$ cat config.mk
export PLATFORM = sky130hd
export DESIGN_NAME = gcc3_cell
export DESIGN_NICKNAME = d
export VERILOG_FILES = /design/src/hdl/gcc3_pkg.sv /design/src/hdl/gcc3_cell.sv
export SDC_FILE = /design/constraint.sdc
export NUM_CORES = 1
export LEC_CHECK = 0
export ABC_AREA = 0
export BUFFER_PORTS_ARGS = -buffer_cell sky130_fd_sc_hd__buf_4
export CORE_MARGIN = 8
export CORE_UTILIZATION = 30
export CTS_CLUSTER_SIZE = 24
export DETAILED_ROUTE_END_ITERATION = 8
export GPL_ROUTABILITY_DRIVEN = 0
export SYNTH_ARGS = -nofsm -noshare
export SYNTH_HDL_FRONTEND = slang
export SYNTH_SLANG_ARGS = --single-unit
$ cat constraint.sdc
create_clock -name clk -period 13.8 [get_ports clk]
set_input_delay 0.69 -clock clk [delete_from_list [all_inputs] [get_ports clk]]
set_output_delay 0.69 -clock clk [all_outputs]
set_load 0.05 [all_outputs]
$ cat src/hdl/gcc3_pkg.sv
// Shared types, register indexes and kernel coefficients for the gray crop 3x3 convolver.
package gcc3_pkg;

  localparam int PIX_W  = 8;
  localparam int CFG_W  = 11;
  localparam int IDX_W  = 2;
  localparam int KSEL_W = 3;
  localparam int FW_W   = 11;
  localparam int FH_W   = 10;
  localparam int COEF_W = 5;
  localparam int COL_W  = 14;
  localparam int ACC_W  = 16;
  localparam int LINE_W = 2 * PIX_W;

  localparam logic [IDX_W-1:0] REG_KERNEL_SELECT = 2'd0;
  localparam logic [IDX_W-1:0] REG_GRAY_INPUT    = 2'd1;
  localparam logic [IDX_W-1:0] REG_FRAME_WIDTH   = 2'd2;
  localparam logic [IDX_W-1:0] REG_FRAME_HEIGHT  = 2'd3;

  localparam logic [KSEL_W-1:0] KSEL_HORIZ = 3'd1;
  localparam logic [KSEL_W-1:0] KSEL_VERT  = 3'd2;
  localparam logic [KSEL_W-1:0] KSEL_DIAG  = 3'd3;
  localparam logic [KSEL_W-1:0] KSEL_ANTI  = 3'd4;

  localparam logic [KSEL_W-1:0] KSEL_RESET   = KSEL_HORIZ;
  localparam logic [FW_W-1:0]   WIDTH_RESET  = 11'd640;
  localparam logic [FH_W-1:0]   HEIGHT_RESET = 10'd450;

  // row 0 sharpen, rows 1..4 follow the kernel codes
  localparam logic signed [COEF_W-1:0] KERNEL_TAB [5][9] = '{
    '{-5'sd1, -5'sd1, -5'sd1, -5'sd1, 5'sd9, -5'sd1, -5'sd1, -5'sd1, -5'sd1},
    '{-5'sd3, 5'sd0, 5'sd3, -5'sd10, 5'sd0, 5'sd10, -5'sd3, 5'sd0, 5'sd3},
    '{-5'sd3, -5'sd10, -5'sd3, 5'sd0, 5'sd0, 5'sd0, 5'sd3, 5'sd10, 5'sd3},
    '{-5'sd10, -5'sd3, 5'sd0, -5'sd3, 5'sd0, 5'sd3, 5'sd0, 5'sd3, 5'sd10},
    '{5'sd0, -5'sd3, -5'sd10, 5'sd3, 5'sd0, -5'sd3, 5'sd10, 5'sd3, 5'sd0}
  };

  typedef struct packed {
    logic [PIX_W-1:0] top;
    logic [PIX_W-1:0] mid;
    logic [PIX_W-1:0] bot;
  } column_t;

  function automatic logic signed [COEF_W-1:0] kcoef(input logic [KSEL_W-1:0] sel,
                                                     input logic [1:0] r,
                                                     input logic [1:0] c);
    logic [2:0] ki;
    case (sel)
      KSEL_HORIZ: ki = 3'd1;
      KSEL_VERT:  ki = 3'd2;
      KSEL_DIAG:  ki = 3'd3;
      KSEL_ANTI:  ki = 3'd4;
      default:    ki = 3'd0;
    endcase
    return KERNEL_TAB[ki][int'(r) * 3 + int'(c)];
  endfunction

endpackage

$ cat src/hdl/gcc3_cell.sv
// Window cell: holds one 3-pixel column, passes it on when shifting, weights it by its kernel column.
module gcc3_cell #(
  parameter int COL = 0
) (
  input  logic                                   clk,
  input  logic                                   rst,
  input  logic                                   shift,
  input  logic [gcc3_pkg::KSEL_W-1:0]            kernel_sel,
  input  gcc3_pkg::column_t                      col_in,
  output gcc3_pkg::column_t                      col_out,
  output logic signed [gcc3_pkg::COL_W-1:0]      col_sum
);

  logic signed [gcc3_pkg::COEF_W-1:0] c_top;
  logic signed [gcc3_pkg::COEF_W-1:0] c_mid;
  logic signed [gcc3_pkg::COEF_W-1:0] c_bot;
  logic signed [gcc3_pkg::COL_W-1:0]  p_top;
  logic signed [gcc3_pkg::COL_W-1:0]  p_mid;
  logic signed [gcc3_pkg::COL_W-1:0]  p_bot;

  always_ff @(posedge clk) begin
    if (rst) begin
      col_out <= '0;
    end else if (shift) begin
      col_out <= col_in;
    end
  end

  always_comb begin
    c_top   = gcc3_pkg::kcoef(kernel_sel, 2'd0, 2'(COL));
    c_mid   = gcc3_pkg::kcoef(kernel_sel, 2'd1, 2'(COL));
    c_bot   = gcc3_pkg::kcoef(kernel_sel, 2'd2, 2'(COL));
    p_top   = $signed({1'b0, col_out.top}) * c_top;
    p_mid   = $signed({1'b0, col_out.mid}) * c_mid;
    p_bot   = $signed({1'b0, col_out.bot}) * c_bot;
    col_sum = p_top + p_mid + p_bot;
  end

endmodule

==> results.yml <==
sta:
  post-route-period-util_pct: 59.2
  period_needed_ps: 8170
  hold_violations: 0
  skew_ps: 0
  timing.final.max_slew_violations: 0
  tns_ps: 0
  final-setup-viol-count: 0
  fmax_mhz: 122
  worst_pin_slew_ps: 613
  rsz0062_at_grt: "false"
  relSlewSlack_pct: 59.0
grt:
  grt_pass1_wl_mm: 21.0
  antenna_found_initial: 0
  gr-usage-all-layers_pct: 11.9
  grt_max_degree: 34
  gr-total-overflow: 0
  grt_pass1_vias: 4014
floorplan:
  dieArea_um2: 21800
  die-width_um: 148
  ios: 68
  num_rows: 48
  floorplan.core_area_um2: 17100
  effective_utilization_at_floorplan_pct: 30.4
  floorplan.die.height_um: 148
routing:
  totalWireLength_mm: 12.8
  drc: 0
  avgViaCountPerCell: 4.48
  first_iter_violations: 170
  drt-wirelength-per-cell_um: 15.1
  antenna_left: 0
  via_count: 3783
  drt_first_pass_iters: 4
logic_synthesis:
  synthTopCellsByArea: "sky130_fd_sc_hd__fa_1 (39%), sky130_fd_sc_hd__ha_1 (13%), sky130_fd_sc_hd__inv_1 (9.3%)"
  synth.avg_cell_area_um2: 9.27
  synth_cells: 562
  ys_seq_elements: 24
  synth_seq_area_share_pct: 9.22
  synth_cell_type_count: 40
  synthesis.nets: 747
  synth.top_cell.area_share_pct: 39.2
  synth_top_cell_by_area: "sky130_fd_sc_hd__fa_1"
  netlist_area_um2: 5210
  synth.yosys.warnings: 0
critical_path:
  crit-reg2reg-launch: "col_out[4]"
  end_kind: "output pin"
  timing.critical_path.arrival_ps: 7480
  reg_to_reg_endpoint: "col_out[4]"
  cp-start-kind: "primary input"
  worstPathRequired_ps: 13110
  reg2reg_setup_slack_ps: 13000
  worst-path-max-fanout: 22
  worst_r2r_path_depth: 2
  criticalPathCategory: "in -> out"
cts:
  postCtsResizedCells: 0
  tritoncts: "built"
  cts_buffer_depth: 2
  numCtsBuffers: 3
  cts.sink_count: 24
  cts_htree_levels: 1
  cts_hold_buffers: 0
  clock_tree.root_cell: "sky130_fd_sc_hd__clkbuf_16"
  post_cts.repair.setup_buffers: 0
  cts.reportedPaths.clkPinSlew_ps: 60
  clock_insertion_delay_worst_skew_ps: 250
run_status:
  status: "finished clean"
hold_path:
  cell_count_of_the_worst_hold_path: 2
  hold_class: "reg -> reg"
  min-delay-start: "col_out[16]"
  hold_path_end: "col_out[16]"
final_layout:
  largest-register: "col_out"
  ant_diodes: 0
  drive_gt1_share_pct: 13.9
  nets: 805
  area_growth_syn_to_layout_pct: 15.7
  largest_registers: "col_out: 24 flops"
  largest_register_ffs: 24
  nFillCells: 1807
placement:
  number_of_port_buffers: 67
  dpl.hpwl_mm: 11.1
flow_run:
  max_cap_viol_count: 0
-- worst max-delay path: stages --
cell	delay [ps]
sky130_fd_sc_hd__buf_4	90
sky130_fd_sc_hd__nand2b_2	440
sky130_fd_sc_hd__inv_2	210
sky130_fd_sc_hd__ha_1	670
sky130_fd_sc_hd__nand2b_1	350
sky130_fd_sc_hd__nand2_1	120
sky130_fd_sc_hd__fa_1	500
sky130_fd_sc_hd__fa_1	540
sky130_fd_sc_hd__inv_1	50
sky130_fd_sc_hd__fa_1	490
sky130_fd_sc_hd__fa_1	500
sky130_fd_sc_hd__inv_1	50
sky130_fd_sc_hd__fa_1	440
sky130_fd_sc_hd__fa_1	480
sky130_fd_sc_hd__inv_1	40
sky130_fd_sc_hd__ha_1	390
sky130_fd_sc_hd__a21o_1	170
sky130_fd_sc_hd__a31oi_1	70
sky130_fd_sc_hd__or4_4	580
sky130_fd_sc_hd__a21oi_2	210
sky130_fd_sc_hd__xnor2_1	160
sky130_fd_sc_hd__buf_4	230
-- cells by family after synthesis --
| kind of cell | count (synthesis) | share of synthesized area (%) |
|---|---|---|
| AND/OR/NAND/NOR | 165 | 16.0 |
| AO/OA/AOI/OAI | 29 | 4.18 |
| adder cells (fa/ha/maj) | 155 | 51.9 |
| XOR/XNOR | 19 | 3.34 |
| buffers and inverters | 146 | 10.7 |
| flip-flops | 24 | 9.22 |
| multiplexers | 24 | 4.61 |
-- metrics by stage --
| stage | cell area [µm²] | instances | setup WS, ps | utilization [%] | hold WS [ps] |
|---|---|---|---|---|---|
| floorplan | 5210 | 562 | 6400 | - | 759 |
| global placement | 5940 | 840 | 5670 | 34.7 | 574 |
| detailed placement | 5940 | 840 | 5650 | 34.7 | 572 |
| CTS | 6030 | 844 | 5630 | 35.2 | 583 |
| global route | 6030 | 844 | 5170 | 35.2 | 616 |
| finish | 6030 | 844 | 5630 | 35.2 | 571 |
-- metal layers --
layer	track usage, %	part of all wire (%)
met1	15.7	44
met5	0	0
met2	21.0	51
met4	1.48	0.97
met3	1.50	3.9
-- how the worst max path moves through the flow --
stage                  startpoint     endpoint  depth (start not counted)
global placement    kernel_sel[2]  col_sum[13]                         23
CTS                 kernel_sel[2]  col_sum[13]                         22
global route        kernel_sel[2]  col_sum[13]                         22
floorplan           kernel_sel[2]  col_sum[13]                         22
detailed placement  kernel_sel[2]  col_sum[13]                         22
finish              kernel_sel[2]  col_sum[13]                         22
-- synthesized netlist by cell type, drive strengths merged --
master and count:
a2111o 1, a21o 2, a21oi 9, a221oi 1
a311oi 1, a31o 1, a31oi 3, a41oi 2
and2 29, and3 16, buf 4, clkbuf 11
dfxtp 24, fa 102, ha 53, inv 131
mux2i 24, nand2 41, nand2b 7, nand3 3
nor2 47, nor2b 8, nor3 2, nor3b 1
o2111ai 1, o21ai 5, o22ai 2, o31ai 1
or2 1, or3 9, or4 1, xnor2 12
xor2 7
-- layout make-up --
cell class	count	area, µm²	area share, %
Timing Repair Buffer	68	510	8.47
Inverter	131	492	8.16
Multi-Input combinational cell	392	4170	69.2
Tap cell	225	282	4.67
Clock buffer	4	88.8	1.47
Sequential cell	24	480	7.97
-- cell usage in the layout (no fill, tap or decap), types with 2 or more instances in the layout --
cell type and count:
sky130_fd_sc_hd__a21o_1 2, sky130_fd_sc_hd__a21oi_1 8, sky130_fd_sc_hd__a31oi_1 3, sky130_fd_sc_hd__a41oi_1 2, sky130_fd_sc_hd__and2_1 29, sky130_fd_sc_hd__and3_1 16, sky130_fd_sc_hd__buf_4 68, sky130_fd_sc_hd__clkbuf_16 3
sky130_fd_sc_hd__dfxtp_1 24, sky130_fd_sc_hd__fa_1 102, sky130_fd_sc_hd__ha_1 53, sky130_fd_sc_hd__inv_1 129, sky130_fd_sc_hd__inv_2 2, sky130_fd_sc_hd__mux2i_1 24, sky130_fd_sc_hd__nand2_1 40, sky130_fd_sc_hd__nand2b_1 6
sky130_fd_sc_hd__nand3_1 3, sky130_fd_sc_hd__nor2_1 47, sky130_fd_sc_hd__nor2b_1 7, sky130_fd_sc_hd__nor3_1 2, sky130_fd_sc_hd__o21ai_0 5, sky130_fd_sc_hd__o22ai_1 2, sky130_fd_sc_hd__or3_1 9, sky130_fd_sc_hd__xnor2_1 11
sky130_fd_sc_hd__xor2_1 7
Power is left out: the tool's default activity adds up to more than one toggle a clock period on the data nets, which glitch-free logic cannot reach.
